$ cat src/design/wlr_skid.sv
// Output register with a skid slot; parts the pipeline from the receiver.
// Ready toward the pipeline is registered. No package dependencies.
module wlr_skid #(
    parameter int W = 32
) (
    input  logic         clk,
    input  logic         rst_n,
    input  logic         wr_valid,
    output logic         wr_ready,
    input  logic [W-1:0] wr_data,
    output logic         rd_valid,
    input  logic         rd_ready,
    output logic [W-1:0] rd_data
);

    logic         out_valid_reg;
    logic         out_valid_next;
    logic [W-1:0] out_data_reg;
    logic [W-1:0] out_data_next;
    logic         skid_valid_reg;
    logic         skid_valid_next;
    logic [W-1:0] skid_data_reg;
    logic [W-1:0] skid_data_next;

    assign wr_ready = !skid_valid_reg;

    // Refill the output from the skid slot first, park a word when stalled
    always_comb
    begin
        out_valid_next  = out_valid_reg;
        out_data_next   = out_data_reg;
        skid_valid_next = skid_valid_reg;
        skid_data_next  = skid_data_reg;
        if (!out_valid_reg || rd_ready)
        begin
            out_valid_next  = skid_valid_reg || wr_valid;
            out_data_next   = skid_valid_reg ? skid_data_reg : wr_data;
            skid_valid_next = 1'b0;
        end
        else if (wr_valid && !skid_valid_reg)
        begin
            skid_valid_next = 1'b1;
            skid_data_next  = wr_data;
        end
    end

    always_ff @(posedge clk or negedge rst_n)
    begin
        if (!rst_n)
        begin
            out_valid_reg  <= 1'b0;
            skid_valid_reg <= 1'b0;
        end
        else
        begin
            out_valid_reg  <= out_valid_next;
            skid_valid_reg <= skid_valid_next;
        end
    end

    always_ff @(posedge clk)
    begin
        out_data_reg  <= out_data_next;
        skid_data_reg <= skid_data_next;
    end

    assign rd_valid = out_valid_reg;
    assign rd_data  = out_data_reg;

endmodule
$ cat config.mk
export PLATFORM = sky130hd
export DESIGN_NAME = wlr_skid
export DESIGN_NICKNAME = d
export VERILOG_FILES = /design/src/design/wlr_skid.sv
export SDC_FILE = /design/constraint.sdc
export NUM_CORES = 1
export LEC_CHECK = 0
export BUFFER_PORTS_ARGS = -buffer_cell sky130_fd_sc_hd__buf_2
export CAP_MARGIN = 20
export CORE_AREA = 2 2 85 66
export CTS_CLUSTER_DIAMETER = 150
export CTS_CLUSTER_SIZE = 10
export DETAILED_ROUTE_END_ITERATION = 12
export DIE_AREA = 0 0 87 68
export PLACE_DENSITY = 0.85
export SKIP_CTS_REPAIR_TIMING = 1
export SLEW_MARGIN = 0
export SYNTH_ARGS = -nofsm -noshare
export SYNTH_HDL_FRONTEND = slang
export SYNTH_SLANG_ARGS = --single-unit
$ cat constraint.sdc
create_clock -name clk -period 5.8 [get_ports clk]
set_input_delay 0.87 -clock clk [delete_from_list [all_inputs] [get_ports clk]]
set_output_delay 0.87 -clock clk [all_outputs]
set_load 0.02 [all_outputs]
Yosys cells after proc, flatten, opt, wreduce, memory -nomap -nowiden --
Index checks and enable logic that the tools add are counted.
Storage, ports and cells: register bits 66, bits in latches 0, bits in writable memories 0, memory bits (read-only) 0, input port bits 36, output and inout port bits 34, word-level logic and storage cells 15, memories kept 0
Operators by class: $add $sub $neg 0, multiply operators 0, div/mod/pow operators 0, $lt $le $gt $ge 0, equality and inequality tests 0, shift operators 0, multiplexer cells 3, bitwise operators 1, reduce and logical (&&, ||, !) cells 7
Operators by type and width (count):
- 2-to-1 mux 32 bit | 1
- zero test 1 bit | 2
- logical OR 1 bit | 2
- 2-to-1 mux 1 bit | 2
- AND reduction 2 bit | 1
- nonzero test 2 bit | 1
- logical AND 1 bit | 1
- NOT 1 bit | 1

Logic depth before layout (Yosys ltp) --
depth after elaboration 4, mapped depth 4, depth with buffers taken out 2

Worst setup path before layout --
No wires, ideal clock.
kind input -> register, from input port rd_ready, to register skid_data_reg[0] (enable), data arrival time 4.177 ns, data required time 5.332 ns, setup slack 1.155 ns, stages 2, path buffers 0, cell sequence nand2b_1 > nor3b_1
Between the ends: longest elaborated chain between the ends 3
RTL lines:
- start: declaration | RTL line 12 | input logic rd_ready,
- logical OR 1 bit | RTL line 34 | if (!out_valid_reg || rd_ready)
- NOT 1 bit (no line)
- AND reduction 2 bit (no line)
- end signal: assignment | RTL line 64 | skid_data_reg <= skid_data_next;
- end: declaration | RTL line 22 | logic [W-1:0] skid_data_reg;
No other way between the ends. A chain may end at the register's enable or synchronous reset.

Worst setup path in the final report --
from register skid_valid_reg, to output port wr_ready
Between the ends: longest elaborated chain between the ends 1
RTL lines:
- start: declaration | RTL line 20 | logic skid_valid_reg;
- start signal: assignment | RTL line 57 | skid_valid_reg <= skid_valid_next;
- zero test 1 bit | RTL line 25 | assign wr_ready = !skid_valid_reg;
- end: declaration | RTL line 9 | output logic wr_ready,
No other way between the ends.

==> results.yml <==
cts:
  clk_latency_ps: 330
  cts_max_level: 3
  cts_buffer_depth: 2
  cts_tree: "done"
  cts.clk_slew.worst_paths_ps: 60
  clock_sinks: 66
  cts-buffers-inserted: 9
  cts-root-buf: "clkbuf_8"
synthesis:
  synthMuxAreaShare_pct: 18.3
  syn_inst: 108
  synth_seq_cells: 66
  syn_nets: 144
  synth_warnings: 0
  synthTopCellsByArea: "edfxtp_1 76%, mux2_4 16%, mux2_2 2.2%"
  synthXorXnorAreaFrac_pct: 0
  synth.avg_cell_area_um2: 23.4
  async_flop_share_pct: 3.03
  yosys.area_share.simple_pct: 0.990
  synth_compound_area_share_pct: 0
  synth_edf_count: 64
  synth_cell_types: 12
  synth.largest_area_cell: "edfxtp_1"
  synth_ff_type: "edfxtp_1"
  synth_area_um2: 2530
  yosysMostFrequentCell: "edfxtp_1"
  synth_top_family_by_area: "multiplexers"
  synth_fa_ha_area_share_pct: 0
  yosysSeqAreaShare_pct: 78.0
  synth_top_area_share_pct: 76.0
  ys_top_cells_by_count: "64 x edfxtp_1, 27 x mux2_4, 5 x mux2_2"
power:
  seqPwrFrac_pct: 56.6
  p_sw_share_pct: 22.2
  peakVddDrop_mv: 0.190
  power.leakage_nw: 1.23
  pwr-share-comb_pct: 11.2
  clkPwrFrac_pct: 32.2
  power.switching_mw: 0.228
  powerDensity_nw_per_um2: 334
  power.internal_mw: 0.798
grt:
  grt_first_pass_wirelength_um: 6330
  grt_overflow: 0
  grt_max_degree: 36
  grt_pass1_vias: 1297
  grt_util_all_layers_pct: 15.3
  antenna_found_initial: 0
setup_path:
  start_kind: "register"
  critPathTopFamily: "flip-flops"
  slowest_delay_ps: 1020
  rr_startpoint: "rd_valid"
  r2r_end: "skid_data_reg[5]"
  r2r_slack_ps: 3860
  cp.required_ps: 4930
  cp-end-kind: "primary output"
  crit_chain: "inv_1 -> buf_2"
  path_class: "register to primary output"
  cp_max_fo: 35
  cp_data_arrival_time_ps: 1640
  path_buf_inv: 2
  rr_worst_depth: 3
  crit_slowest_cell: "dfrtp_2"
route:
  wl_per_cell_um: 15.7
  viasPerCell: 4.86
  vias: 1225
  drtAntennaViolNets: 0
  drt-initial-drc-count: 56
  route.detailed.drc: 0
  dr.pass1.iters: 4
  wl_um: 3950
sta:
  layout_min_cycle_time_ps: 2510
  rsz0062_at_grt: "false"
  hold_violations: 0
  tightestPinTransition_ps: 1010
  slew_violations: 0
  setup_tns_ps: 0
  finClkSkew_ps: 7.50
  hold_ws_ps: 315
  maxSlewHeadroom_pct: 32.6
  setup_viol: 0
  finalCritPeriodShare_pct: 43.3
  fmax_mhz: 398
hold_path:
  worstHoldPathType: "primary input to asynchronous set/reset pin"
die:
  num_rows: 23
  die_w_um: 87
  die-area_um2: 5920
  core_area_um2: 5150
  fp.dieH_um: 68
  start_util_pct: 49.1
  boundaryPins: 70
place:
  io_buffers: 69
  dp.cells: 236
  gp_congestion: 0.680
  place_area_um2: 2900
  dp_hpwl_um: 2670
final_layout:
  regArea_um2: 1970
  post-route-util_pct: 59.6
  area_growth_pct: 21.5
  nNetsFinal: 221
  diodes: 0
  postLayoutCellArea_um2: 3070
  nFillCells: 381
  multi_input_area_um2: 494
  final_layout_size_suffix_gt1_share_pct: 61.1
  layoutNonFillerInstCount: 252
run_status:
  status: "completed"
flow_run:
  drv_cap: 0
[through the flow]
step                power (mW)  setup slack (ps)
floorplan                0.669              1160
global placement         0.705              3150
detailed placement       0.708              3090
CTS                       1.04              3270
global route              1.07              3190
finish                    1.03              3290
[worst max path at each step]
| stage | from | cells after the start | endpoint |
|---|---|---|---|
| floorplan | rd_ready | 2 | skid_data_reg[0] |
| global route | skid_valid_reg | 2 | wr_ready |
| global placement | rd_ready | 4 | skid_data_reg[8] |
| CTS | skid_valid_reg | 2 | wr_ready |
| finish | skid_valid_reg | 2 | wr_ready |
| detailed placement | rd_ready | 4 | skid_data_reg[4] |
[power groups by stage]
stage / logic (mW) / registers (mW) / clock network, mW
finish: 0.115 / 0.581 / 0.330
global route: 0.123 / 0.584 / 0.364
CTS: 0.117 / 0.581 / 0.340
detailed placement: 0.117 / 0.591 / 0
global placement: 0.114 / 0.591 / 0
floorplan: 0.0566 / 0.612 / 0
[cells in the final DEF, fill, tap and decap left out]
master	n
buf_2	69
buf_4	1
clkbuf_1	5
clkbuf_8	11
dfrtp_1	1
dfrtp_2	1
edfxtp_1	64
inv_1	1
mux2_2	5
mux2_4	27
nand2_1	1
nand2b_2	1
nor2_1	2
nor3b_2	1
[cell type report]
class / count / area share [%]
Inverter: 1 / 0.122
Timing Repair Buffer: 70 / 11.5
Sequential cell: 66 / 64.2
Multi-Input combinational cell: 37 / 16.1
Tap cell: 62 / 2.53
Clock buffer: 16 / 5.54
[cell families (layout without fill, tap and decap cells)]
kind of cell,after synthesis,after routing
flops,66,66
mux,32,32
simple gates,5,5
buf+inv,5,87
[routing by layer]
layer	track usage, %	part of all wire (%)
met1	17.0	40
met5	0	0
met2	24.9	50
met4	4.69	0.20
met3	9.05	9.9
Note: power is estimated with default switching activity, not from simulation.
