$ cat src/design/wlr_div_cell.sv
// One restoring-division cell: tries one shifted divisor and passes the word on.
// Carries remainder, divisor, quotient bits and a sideband to its neighbor.
// No package dependencies.
module wlr_div_cell #(
    parameter int RW    = 16,
    parameter int DW    = 8,
    parameter int QW    = 8,
    parameter int SHIFT = 0,
    parameter int SBW   = 1
) (
    input  logic           clk,
    input  logic           rst_n,
    input  logic           en,
    input  logic           src_valid,
    input  logic [RW-1:0]  src_rem,
    input  logic [DW-1:0]  src_div,
    input  logic [QW-1:0]  src_quo,
    input  logic [SBW-1:0] src_side,
    output logic           res_valid,
    output logic [RW-1:0]  res_rem,
    output logic [DW-1:0]  res_div,
    output logic [QW-1:0]  res_quo,
    output logic [SBW-1:0] res_side
);

    logic [RW-1:0]  sub_val;
    logic           fits;
    logic           valid_reg;
    logic [RW-1:0]  rem_reg;
    logic [RW-1:0]  rem_next;
    logic [DW-1:0]  div_reg;
    logic [QW-1:0]  quo_reg;
    logic [QW-1:0]  quo_next;
    logic [SBW-1:0] side_reg;

    // Try the divisor at this cell's weight, keep the bit
    assign sub_val  = RW'(src_div) << SHIFT;
    assign fits     = (src_rem >= sub_val);
    assign rem_next = fits ? (src_rem - sub_val) : src_rem;
    assign quo_next = {src_quo[QW-2:0], fits};

    // Advance valid with the pipeline
    always_ff @(posedge clk or negedge rst_n)
    begin
        if (!rst_n)
        begin
            valid_reg <= 1'b0;
        end
        else if (en)
        begin
            valid_reg <= src_valid;
        end
    end

    // Advance payload
    always_ff @(posedge clk)
    begin
        if (en)
        begin
            rem_reg  <= rem_next;
            div_reg  <= src_div;
            quo_reg  <= quo_next;
            side_reg <= src_side;
        end
    end

    assign res_valid = valid_reg;
    assign res_rem   = rem_reg;
    assign res_div   = div_reg;
    assign res_quo   = quo_reg;
    assign res_side  = side_reg;

endmodule

$ cat config.mk
export PLATFORM = sky130hd
export DESIGN_NAME = wlr_div_cell
export DESIGN_NICKNAME = d
export VERILOG_FILES = /design/src/design/wlr_div_cell.sv
export SDC_FILE = /design/constraint.sdc
export NUM_CORES = 1
export LEC_CHECK = 0
export BUFFER_PORTS_ARGS = -buffer_cell sky130_fd_sc_hd__buf_2
export CORE_AREA = 2 2 69 71
export CTS_CLUSTER_SIZE = 30
export DETAILED_ROUTE_END_ITERATION = 8
export DIE_AREA = 0 0 71 73
export PLACE_DENSITY = 0.8
export SYNTH_ARGS = -nofsm -noshare
export SYNTH_HDL_FRONTEND = slang
export SYNTH_SLANG_ARGS = --single-unit
export TNS_END_PERCENT = 1
$ cat constraint.sdc
create_clock -name clk -period 0.9 [get_ports clk]
set_clock_uncertainty 0.1 [all_clocks]
set_input_delay 0.135 -clock clk [delete_from_list [all_inputs] [get_ports clk]]
set_output_delay 0.135 -clock clk [all_outputs]
set_load 0.01 [all_outputs]
Word level (Yosys, flattened, before mapping)
Cells that the tools add are included.
{"block": "totals", "register_bits": 34, "latchBits": 0, "ramBits": 0, "mem_bits_ro": 0, "in_bits": 37, "out_inout_bits": 34, "elab_cells": 8, "n_memories": 0}
{"block": "classes", "n_addsub": 1, "n_mul": 0, "div": 0, "n_lt_le_gt_ge": 1, "n_eq_ne": 0, "shift": 0, "mux": 1, "n_bitwise": 0, "reduce_logical": 0}
{"op": "greater-or-equal comparator 16 x 8 -> 1 bit", "n": 1}
{"op": "two-way mux 16 bit", "n": 1}
{"op": "subtractor 16 x 8 -> 16 bit", "n": 1}

Longest topological paths before layout
Gate-level depths: netlist (run 1).
{"block": "logic_depth", "ltp_word": 2, "mapped_depth": 11, "mapped_depth_nobuf": 9}

Worst setup path after synthesis (run 1)
Ideal clock, no wire load.
{"block": "synth_path", "kind": "input-to-reg", "start": "input port src_rem[0]", "end": "register rem_reg[3] (netlist: res_rem[3]), data pin", "setup_ns": 0.260, "arrival_time_ns": 2.080, "required_time_ns": 0.540, "slack_ns": -1.540, "path_stages": 9, "n_path_buf": 1, "path_cell_list": "inv_1 > ha_1 > fa_1 > nor2b_4 > o31a_1 > o41a_1 > or4_1 > buf_6 > mux2_4"}
{"block": "synth_via", "elab_chain_cells": 2, "word_cells_on_any_way": 3, "cone_classes": "add/sub (1); order compare (1); mux (1)"}
{"element": "start: declaration", "line": "15", "text": "input logic [RW-1:0] src_rem,"}
{"element": "subtractor 16 x 8 -> 16 bit or greater-or-equal comparator 16 x 8 -> 1 bit (tied branches)", "line": "39, 38"}
{"element": "two-way mux 16 bit *", "line": "39", "text": "assign rem_next = fits ? (src_rem - sub_val) : src_rem;"}
{"element": "via rem_next[3]", "line": "30", "text": "logic [RW-1:0] rem_next;"}
{"element": "end signal: assignment", "line": "60", "text": "rem_reg <= rem_next;"}
{"element": "end: declaration", "line": "29", "text": "logic [RW-1:0] rem_reg;"}
Mark *: on every way through the listed nets, which the timed path passes. The rest lies on a longest branch.
A chain may end at the register's enable or synchronous reset.

Worst setup path after layout (run 1)
{"block": "layout_path", "start": "input port src_rem[0]", "end": "register rem_reg[9] (netlist: res_rem[9]), data pin"}
Same word-level chain as after synthesis.

==> results of run 1 <==
==> sequential cells by signal, summed over array words and instances, names as in the netlist <==
signal / count
res_rem: 16
res_div: 8
res_quo: 8
res_side: 1
res_valid: 1
==> cell usage in the layout (no fill, tap or decap), drive strengths merged <==
cell         count
o21bai           1
buf            111
xor2             7
nor3             3
a21oi           11
o31a             1
dfrtp            1
nand2            4
o41a             1
nand3b           1
mux2             4
o21a             3
clkbuf           6
nor4             3
dlygate4sd3     17
xnor2            4
o211ai           1
nand2b           2
fa               1
or3              1
nand3            2
a21o             1
or4b             1
clkinv           2
or4              1
edfxtp          33
nand4b           1
nor2b            3
ha               8
inv              9
nor2            10
nor3b            3
o21ai            5
==> cells by family (layout without fill, tap and decap cells) <==
| logic type | after synthesis | in the layout | synth area share |
|---|---|---|---|
| flip-flops | 34 | 34 | 0.5905 |
| buffers and inverters | 12 | 145 | 0.03490 |
| AO/OA/AOI/OAI | 24 | 24 | 0.09527 |
| multiplexers | 4 | 4 | 0.03272 |
| adder cells (fa/ha/maj) | 9 | 9 | 0.06982 |
| XOR/XNOR | 11 | 11 | 0.05600 |
| AND/OR/NAND/NOR | 35 | 35 | 0.1207 |
==> metrics by stage <==
| stage | area (µm²) | setup TNS, ps | instances | hold WS [ps] |
|---|---|---|---|---|
| after floorplan | 1723 | -23140 | 129 | -260.6 |
| after global placement | 2450 | -27140 | 291 | -190.5 |
| after detailed placement | 2450 | -28360 | 291 | -189.4 |
| after CTS | 2774 | -24490 | 316 | -23.05 |
| after global routing | 2805 | -26520 | 316 | -30.60 |
| final | 2805 | -23970 | 316 | -16.85 |
==> area by class of cell <==
| class | count | area, µm² |
|---|---|---|
| Multi-Input combinational cell | 83 | 730.7 |
| Sequential cell | 34 | 1016 |
| Timing Repair Buffer | 128 | 873.3 |
| Fill cell | 366 | 1730 |
| Clock inverter | 2 | 8.758 |
| Inverter | 9 | 36.28 |
| Clock buffer | 6 | 72.57 |
| Tap cell | 54 | 67.56 |
==> where the power goes <==
part / leakage (nW) / switching, mW / internal (mW)
Sequential: 0.335 / 0.0356 / 1.93
Combinational: 0.886 / 0.495 / 0.577
Clock: 0.0426 / 0.533 / 0.531
Total: 1.26 / 1.06 / 3.04
==> critical path, cell delays in order <==
cell and delay (ps):
buf_8 100, inv_4 50, ha_4 130, fa_2 230, nor2b_4 50, o31a_1 250
o41a_1 330, or4_4 440, buf_6 160, nor3b_1 140, xor2_1 150
==> metal layers <==
metal / share of wire / global-route usage / vias to the layer above
met5: 0 / 0 / -
met4: 0.030 / 0.09853 / 0
met3: 0.054 / 0.04696 / 13
met2: 0.50 / 0.2887 / 48
met1: 0.42 / 0.1942 / 695
li1: - / - / 739
==> worst paths after layout <==
check,start,endpoint,slack [ps],cells past startpoint
hold reg to reg,res_valid,res_valid,420,1
min in group asynchronous,rst_n,res_valid,50,2
max in group asynchronous,rst_n,res_valid,570,2
setup reg to reg,res_valid,res_valid,60,1
setup / recovery,src_rem[0],res_rem[9],-1340,11
hold / removal,src_valid,res_valid,-20,2
==> what timing repair did <==
| item | 4_1_cts | 5_1_grt |
|---|---|---|
| endpoints found under the setup margin | 51 | 51 |
| pin swaps | 3 | 1 |
| gates resized for setup | 16 | 5 |
| hold endpoints to repair | 18 | 1 |
==> metrics.txt, run 1 <==
status=finished with violations; failing checks=negative hold slack, negative setup slack; die width=71 µm; vias=1495; area fraction of the dominant cell type after synthesis=0.5760; min-delay worst type=input port to register; area grow syn2layout=63.05%; worst hold slack=-16.85 ps; htree depth=2; most common cell in the netlist=edfxtp_1; clk buf depth=2; clk root buf=clkbuf_8; Final HPWL DP=3017 µm; largest net degree at the start of global routing=15; first drt pass iteration count=3; fin crit period=2235 ps; site row count=25; Post-synth ARST share=0.02941; Skew-Pair Late Insertion Delay=280 ps; gpl congestion=0.8615; port bufs=69; antenna violations before repair=0; CP Data Required Time=830 ps; Fin. Hold Viols=1; mean post-synth cell area=13.34 µm²; crit share post-route=2.483; Lkg Pwr=1.263 nW; Tot Pwr=4.101 mW; GRT Residual Overflow=0; max-slew violations=0; vias in the first global route=1557; Setup-failing EPs final=51; die area=5183 µm²; Critical Path AT=2160 ps; Slew @ Worst Pin=324.2 ps; final antenna diode count=0; Vias/cell=4.731; total track usage=0.1705; final WL=4156 µm; CTS Sinks=34; post-synthesis sequential area ratio=0.5905; crit-path max FO=6; Synth area leaders=edfxtp_1 58%, ha_1 5.8%, xor2_1 3.6%; setup bufs post-CTS=0; synthesized area=1720 µm²; PD cells=1462 nW/µm²; core area=4536 µm²; CP Launch Type=input port; nets=307; count of cell types in the netlist=36; Post-synth EDFFs=33; initial DRC count=41; worst relative slew slack=0.7832; post-synthesis register bit count=34; clk slew on worst S/H paths=60 ps; WS Path Type=input port to register; PnR worst setup slack=-1335 ps; hold-fix buffers at CTS=17; cell taking the most area after synthesis=edfxtp_1; Post-synth top cells=33 x edfxtp_1, 9 x inv_1, 8 x ha_1; top_reg_cell synth=edfxtp_1; Die H=73 µm; dpl ws=-1769 ps; Inserted Clock Buffers=5; antenna viol nets, final=0; Initial Util=0.3793; Routed WL per cell=13.15 µm; Cells after Synth=129; # IOs=71; clock tree from TritonCTS=yes; Post-Synthesis Net Count=175; Synth Warn #=0; # DRC=0; RSZ-0062 raised after global routing=yes; max-capacitance violation count=0; crit end category=register; share of cells above drive strength 1=0.5382; maximum vdd ir drop=664.8 µV; fmax=447.4 MHz; final core utilization=0.6185; first-pass GRT wire length=6803 µm
No activity file was read; power rests on OpenSTA's default activity.
==> run 2: changes to the inputs <==
Settings changed: CELL_PAD_IN_SITES_DETAIL_PLACEMENT set to 0, CELL_PAD_IN_SITES_GLOBAL_PLACEMENT set to 1, CORE_AREA 2 2 69 71 to 2 2 76 78, DIE_AREA 0 0 71 73 to 0 0 78 80, PLACE_DENSITY 0.8 to 0.84.
==> run 2 against run 1 <==
  * The flow still finishes with violations (negative hold slack, negative setup slack)
  * Count of clock-buffer cells in the layout unchanged
  * Global-route usage down 3.3 points
  * Die area grew 20%
  * Clock power barely moved
  * Sequential cell count unchanged
  * Non-clock buffer count grew 1
  * Highest routed layer unchanged
  * Sequential share of layout area down 0.40 points
  * Core utilization decreased by 9.4 points
  * Maximum frequency fell by 2.1%
  * Critical path depth is the same
  * Worst hold slack gained 14 ps
  * Sequential power barely moved
==> metrics.txt, run 2 (synthesized netlist as in run 1, its figures left out) <==
crit end category=register; first drt pass iteration count=4; vias=1468; final antenna diode count=0; share of cells above drive strength 1=0.5437; core area=5405 µm²; Lkg Pwr=1.259 nW; area grow syn2layout=64.87%; Critical Path AT=2200 ps; Final HPWL DP=3099 µm; clk buf depth=2; worst hold slack=-2.582 ps; initial DRC count=55; Initial Util=0.3183; Post-DP Area=2472 µm²; crit share post-route=2.536; gpl congestion=0.8534; dpl ws=-1750 ps; crit-path max FO=6; final core utilization=0.5248; hold path cells=2; Slew @ Worst Pin=389.7 ps; R2R cell count=1; Filler cells=503; hold-fix buffers at CTS=16; first-pass GRT wire length=6541 µm; die width=78 µm; Multi-input gate area=738.2 µm²; Inserted Clock Buffers=5; CTS Sinks=34; final WL=4143 µm; PD cells=1438 nW/µm²; total track usage=0.1371; Setup-failing EPs final=51; site row count=27; Fin. Hold Viols=1; Vias/cell=4.382; max-slew violations=0; port bufs=69; antenna viol nets, final=0; fmax=438.1 MHz; vias in the first global route=1514; fin crit period=2282 ps; # IOs=71; maximum vdd ir drop=584.4 µV; final instance area=2836 µm²; largest net degree at the start of global routing=19; # DRC=0; clk slew on worst S/H paths=70 ps; die area=6240 µm²; failing checks=negative hold slack, negative setup slack; CP Launch Type=input port; min-delay worst type=input port to register; CP Data Required Time=820 ps; Skew-Pair Late Insertion Delay=270 ps; PnR worst setup slack=-1382 ps; antenna violations before repair=0; Die H=80 µm; WS Path Type=input port to register; nets=308; clock tree from TritonCTS=yes; max-capacitance violation count=0; RSZ-0062 raised after global routing=yes; status=finished with violations; max FFs per register=16; Routed WL per cell=12.37 µm; setup_tns=-24250 ps; worst relative slew slack=0.7385; most frequent cells in the layout=68 x buf_2, 40 x buf_4, 33 x edfxtp_1, 16 x dlygate4sd3_1, 8 x inv_1; clk root buf=clkbuf_8; GRT Residual Overflow=0; most common cell after layout, fill and taps aside=buf_2; sequential cell area=1016 µm²; htree depth=2
==> run 2: cell types whose count changed in the layout (fill, tap and decap cells not counted), sizes merged <==
cell         before  now
buf             111  113
dlygate4sd3      17   16
==> run 2: worst max-delay path, cell delays in order <==
cell and delay [ps]:
buf_6 100, inv_4 50, ha_4 140, fa_2 230, nor2b_4 50, o31a_1 260
o41a_1 330, or4_4 440, buf_6 160, nor3b_1 140, xor2_1 170
==> run 2: report_power, final <==
part | switching [mW] | total, mW | internal, mW | leakage (nW)
Clock | 0.502 | 1.03 | 0.531 | 0.0426
Combinational | 0.491 | 1.08 | 0.584 | 0.882
Sequential | 0.0391 | 1.97 | 1.93 | 0.335
==> run 2: worst paths after layout <==
kind	from	slack, ps	endpoint
max	src_rem[0]	-1380	res_rem[11]
min	src_valid	-3	res_valid
max reg2reg	res_valid	40	res_valid
min reg2reg	res_valid	430	res_valid
max in group asynchronous	rst_n	550	res_valid
min in group asynchronous	rst_n	60	res_valid
==> run 2: stage by stage <==
stage	power, mW	std cells
floorplan	2.451	129
global placement	2.952	309
detailed placement	2.970	309
CTS	4.102	335
global route	4.298	335
finish	4.078	335
==> run 2: final cells by class <==
cell class | instances | share of cell area
Inverter | 9 | 0.01279
Clock buffer | 6 | 0.02558
Sequential cell | 34 | 0.3582
Tap cell | 72 | 0.03176
Clock inverter | 2 | 0.003088
Timing Repair Buffer | 129 | 0.3083
Multi-Input combinational cell | 83 | 0.2603
==> run 2: metal layers <==
metal	GRT usage	up-vias	share of wire
met3	0.03507	6	0.046
met1	0.1447	678	0.41
li1	-	743	-
met2	0.2603	41	0.52
met5	0	-	0
met4	0.05263	0	0.017
==> run 2: repair_timing <==
item / in CTS / in global routing
cloned: 0 / 0
endpoints found under the hold margin: 17 / 1
setup buffers: 2 / 0
gates resized for setup: 16 / 5
setup endpoints to repair: 51 / 51
pin swaps: 2 / 1
